--- config.mk ---
export PLATFORM = sky130hd
export DESIGN_NAME = segi_div
export DESIGN_NICKNAME = d
export VERILOG_FILES = /design/src/hdl/segi_pkg.sv /design/src/hdl/segi_div.sv
export SDC_FILE = /design/constraint.sdc
export NUM_CORES = 2
export LEC_CHECK = 0
export BUFFER_PORTS_ARGS = -buffer_cell sky130_fd_sc_hd__buf_4
export CAP_MARGIN = 5
export CELL_PAD_IN_SITES_DETAIL_PLACEMENT = 0
export CELL_PAD_IN_SITES_GLOBAL_PLACEMENT = 2
export CORE_ASPECT_RATIO = 0.8
export CORE_UTILIZATION = 45
export CTS_CLUSTER_SIZE = 28
export DETAILED_ROUTE_END_ITERATION = 6
export GPL_TIMING_DRIVEN = 0
export PLACE_DENSITY_LB_ADDON = 0.1
export SETUP_SLACK_MARGIN = 0.1
export SYNTH_ARGS = -nofsm -noshare
export SYNTH_HDL_FRONTEND = slang
export SYNTH_SLANG_ARGS = --single-unit
--- constraint.sdc ---
create_clock -name clk -period 4.2 [get_ports clk]
set_input_delay 0.21 -clock clk [delete_from_list [all_inputs] [get_ports clk]]
set_output_delay 0.21 -clock clk [all_outputs]
set_load 0.01 [all_outputs]
--- src/hdl/segi_pkg.sv ---
package segi_pkg;

  localparam int COORD_BITS_DEF = 13;
  localparam int FRAC_BITS_DEF  = 8;
  localparam int OUT_BITS       = 21;

endpackage

--- src/hdl/segi_div.sv ---
module segi_div import segi_pkg::*; #(
  parameter int COORD_BITS = COORD_BITS_DEF,
  parameter int FRAC_BITS  = FRAC_BITS_DEF
) (
  input  logic                             clk,
  input  logic [COORD_BITS+FRAC_BITS:0]    ld,
  input  logic [2*COORD_BITS+1:0]          det_i,
  input  logic [2*COORD_BITS+1:0]          rem_i,
  input  logic [COORD_BITS-1:0]            plo_i,
  output logic [COORD_BITS+FRAC_BITS-1:0]  q_o
);
  localparam int CB = COORD_BITS;
  localparam int DW = 2*CB + 2;
  localparam int QW = CB + FRAC_BITS;

  logic [DW-1:0] det_r [0:QW];
  logic [DW-1:0] rem_r [0:QW];
  logic [CB-1:0] plo_r [0:QW];
  logic [QW-1:0] q_r   [0:QW];

  always_ff @(posedge clk) begin
    if (ld[0]) begin
      det_r[0] <= det_i;
      rem_r[0] <= rem_i;
      plo_r[0] <= plo_i;
      q_r[0]   <= '0;
    end
  end

  // one restoring quotient bit per stage, MSB first
  for (genvar j = 1; j <= QW; j++) begin : g_step
    localparam int I = QW - j;
    logic          nb;
    logic [DW-1:0] sh;
    logic          ge;

    if (I >= FRAC_BITS) begin : g_bit
      assign nb = plo_r[j-1][I-FRAC_BITS];
    end else begin : g_zero
      assign nb = 1'b0;
    end

    assign sh = {rem_r[j-1][DW-2:0], nb};
    assign ge = (sh >= det_r[j-1]);

    always_ff @(posedge clk) begin
      if (ld[j]) begin
        det_r[j] <= det_r[j-1];
        plo_r[j] <= plo_r[j-1];
        rem_r[j] <= ge ? (sh - det_r[j-1]) : sh;
        q_r[j]   <= {q_r[j-1][QW-2:0], ge};
      end
    end
  end

  assign q_o = q_r[QW];

endmodule

=== Word level (Yosys, flattened, before mapping) ===
Memory sizes are Yosys's and may differ from the RTL's.
Cells that the tools add are included.

* Add/sub/neg operators: 21
* $mul: 0
* Div/mod/pow operators: 0
* Magnitude comparators: 21
* Equal/unequal tests: 0
* Shift operators: 0
* Muxes and demuxes: 65
* Bitwise gates (word level): 0
* Reductions and logical operators: 0

{| class="wikitable"
|+ Operator list
! operator !! number
|-
| 28-bit greater-or-equal comparator || 21
|-
| 28-bit two-way mux || 21
|-
| 28-bit subtractor || 21
|-
| 1-bit two-way mux || 44
|}

* Bits in registers: 0
* Latch bits: 0
* RAM bits: 1980
* Bits in read-only memories: 0
* Output and inout bits: 21
* Logic and storage cells: 111
* Memories kept: 4

{| class="wikitable"
|+ Memory list
! name !! words !! width !! rd ports !! clocked after Yosys merged registers in !! write ports !! line !! RTL
|-
| det_r || 22 || 28 || 21 || 0 || 22 || segi_div.sv:16 || <nowiki>logic [DW-1:0] det_r [0:QW];</nowiki>
|-
| rem_r || 22 || 28 || 21 || 0 || 22 || segi_div.sv:17 || <nowiki>logic [DW-1:0] rem_r [0:QW];</nowiki>
|-
| q_r || 22 || 21 || 22 || 0 || 22 || segi_div.sv:19 || <nowiki>logic [QW-1:0] q_r [0:QW];</nowiki>
|-
| plo_r || 22 || 13 || 21 || 0 || 22 || segi_div.sv:18 || <nowiki>logic [CB-1:0] plo_r [0:QW];</nowiki>
|}

=== Longest topological paths before layout ===
An unclocked memory read counts as a cell.

* Depth after elaboration: 3
* Depth in mapped cells: 15
* Gate-level depth less buffers: 13

=== Least setup slack after synthesis ===
Ideal clock, no wire load.

* Path kind: register -> register
* From: mem rem_r[1][140] (netlist bit)
* To: mem rem_r[1][177] (netlist bit) (data pin)
* Library setup time: 0.260 ns
* Arrival time: 3.003 ns
* Path slack: 0.936 ns
* Cell stages (with the launch flop): 12
* Buffers on the path: 1
* Clock period less this slack: 3.264 ns
* Cells stage by stage: edfxtp_1 > fa_1 > a21o_1 > a21oi_1 > nor2b_1 > o211ai_1 > nand2b_1 > nand3_2 > a21o_1 > a211oi_4 > buf_6 > mux2_4

{| class="wikitable"
|+ RTL lines
! what !! line
|-
| start: declaration || segi_div.sv:17
|}

==> run metrics <==
status=completed; final hold vios=0; Cell Pwr Density=744 nW/um2; clk slew on worst S/H paths=60 ps; WP buf/inv=4; Critical Path End Type=register; total power=66.9 mW; Simple-Gate Fraction of Synth Area=0.0756; post-synthesis mux area share=0.0377; CP max-delay cell=edfxtp_1; Final Non-Filler Cells=9544; Die W=472 um; most frequent cells in the layout=edfxtp_1, inv_1, ha_1; post-route setup slack=209 ps; sequential share of power=0.348; Primary FF master, synth=edfxtp_1; post-route ant nets=0; switching power=25.1 mW; Area growth syn-to-layout=12.9%; EDFF count, synth=1477; sequential-to-total area share from yosys stat=0.557; FFs w/ async S/R, synth=0; Logic pwr share=0.441; I/O pins=113; max incr delay on CP=590 ps; Netlist cell types=98; min cycle time layout=3990 ps; DIE HEIGHT=378 um; clock share of power=0.210; Mapped Nets=7382; Internal=41.8 mW; CTS sink count=1477; adder-cell share of the synthesized area=0.0973; Port Buffers=111; TritonCTS clock tree=yes; Setup-failing EPs final=0; Skew-Pair Late Insertion Delay=810 ps; antenna violations before repair=10; GP Congestion=0.906; 1st-pass router iterations=6; commonest non-fill, non-tap cell in the layout=edfxtp_1; TritonCTS Buffers=157; CP Data Required Time=4710 ps; delay-heaviest family, CP=compound AO/OA/AOI/OAI gates; final net count=7755; fill count=15300; 1st-iter DRT viols=4044; startpoint of the lowest-slack hold path=ld[6]; Final Max Tran Viols=0; first-pass GRT wire length=300000 um; design area=89900 um2; DP HPWL=149000 um; CP max FO=10; YS warnings=0; sw frac=0.375; core area=175000 um2; #FFs+latches synth=1477; vias in the first global route=50000; CP Launch Type=register; pre-CTS setup slack=-281 ps; synthesized area=79600 um2; ratio of final minimum period to clock period=0.950; Post-Synthesis Cells=6683; P_leak=36.7 nW; share of cells above drive strength 1=0.110; CP arrival=4500 ps; CTS H-Tree Depth=4; total track usage=0.219; routed via count=51900; antenna cell count=0; Synth Area in Compound Gates=0.139; area taken by multi-input logic gates=32100 um2; fmax=0.251 GHz; clock tree buffer depth=3; hold_ws=3.45 ps; crit path kind=register to register; worst-path cell chain=inv_1 -> ha_1 -> nor2b_1 -> o21ai_0 -> a21oi_1 -> nor4_2 -> o21ai_0 -> nand2b_1 -> a21oi_1 -> a2111oi_4 -> buf_4 -> buf_4 -> clkbuf_2 -> nand2_1 -> o21ai_0; syn avg cell area=11.9 um2; Slew headroom=0.235; Max VDD drop=371 uV; Post-Synth XOR/XNOR Area=0.0503; Setup Skew=46.1 ps; most frequent CP cell=o21ai_0; final wirelength=197000 um; fin util=0.513; unrepaired setup endpoints after global routing=false; area of the die=179000 um2; drt drc=0; wire per inst=20.6 um; register area=44400 um2; Starting Density=0.455; CTS root buf=clkbuf_16; placed cell area=83400 um2; Hold Crit Class=primary input to register; main combinational cell family by area after synthesis=compound AO/OA/AOI/OAI gates; drt via density=5.44; reg2reg start=det_r[2][2]; pin count of the biggest net entering global routing=76; Fin Setup TNS=0 ps; dpl cells=9157; Slew @ Worst Pin=1150 ps; max-cap viol count=0; critical path startpoint=det_r[2][2]; FP Rows=137; Overflow after GRT=0
-- final timing paths --
kind,to,slack [ps],cells after the start
max,rem_r[1][34],210,15
min,plo_r[1][28],3,1
max reg2reg,rem_r[1][34],210,15
min reg2reg,q_r[1][137],410,0
-- metal layers --
layer  track usage  up-vias  routed length, um
li1              -    25400                  -
met1         0.337    25200              99000
met2         0.318     1172              82200
met3        0.0456      200              12800
met4        0.0379        4               2640
met5             0        -                 28
-- registers in the layout, indices dropped and copies added (netlist names) --
name / cells
det_r: 588
plo_r: 91
q_r: 231
rem_r: 567
-- Yosys cell counts, types with 71 or more instances --
cell / number / area, um2
o21ai_0: 403 / 2020
xor2_1: 190 / 1660
nor2_1: 327 / 1230
a21oi_1: 507 / 2540
o21a_1: 71 / 533
nand2_1: 449 / 1690
ha_1: 587 / 7340
mux2_2: 240 / 2700
inv_1: 703 / 2640
nand3_1: 104 / 521
nand4_1: 79 / 494
clkbuf_1: 98 / 368
xnor2_1: 267 / 2340
a21o_1: 271 / 2030
edfxtp_1: 1477 / 44400
-- area by class of cell --
cell class | instances | share of cell area
Tap cell | 2363 | 0.0329
Sequential cell | 1477 | 0.494
Clock buffer | 180 | 0.0447
Multi-Input combinational cell | 4345 | 0.357
Clock inverter | 104 | 0.0130
Timing Repair Buffer | 213 | 0.0203
Buffer | 158 | 0.00934
Inverter | 704 | 0.0294
-- worst register-to-register path: stages (launching register included) --
cell	delay (ps)
edfxtp_1	590
inv_1	90
ha_1	350
nor2b_1	160
o21ai_0	300
a21oi_1	220
nor4_2	390
o21ai_0	160
nand2b_1	100
a21oi_1	120
a2111oi_4	290
buf_4	190
buf_4	120
clkbuf_2	260
nand2_1	90
o21ai_0	270
-- power by group through the flow --
stage | clock, mW | combinational [mW] | sequential, mW
final | 14.1 | 29.5 | 23.3
after detailed placement | 0 | 28.4 | 23.6
after global placement | 0 | 28.4 | 23.6
after floorplan | 0 | 21.6 | 22.3
after CTS | 14.5 | 28.8 | 23.4
after global routing | 15.0 | 32.8 | 23.6
-- repair_timing --
| item | CTS | global route |
|---|---|---|
| hold buffers | 71 | 0 |
| setup endpoints to repair | 252 | 323 |
| gates cloned | 0 | 1 |
| hold endpoints to repair | 93 | 0 |
| pin swaps | 3 | 9 |
| setup buffers | 3 | 28 |
| resized for setup | 29 | 58 |
-- cell families after synthesis --
| family | after synthesis |
|---|---|
| compound gates | 1726 |
| xor+xnor | 457 |
| fa+ha+maj | 607 |
| buf+inv | 862 |
| flops | 1477 |
| mux | 265 |
| simple gates | 1289 |
No activity file was read; power rests on OpenSTA's default activity.
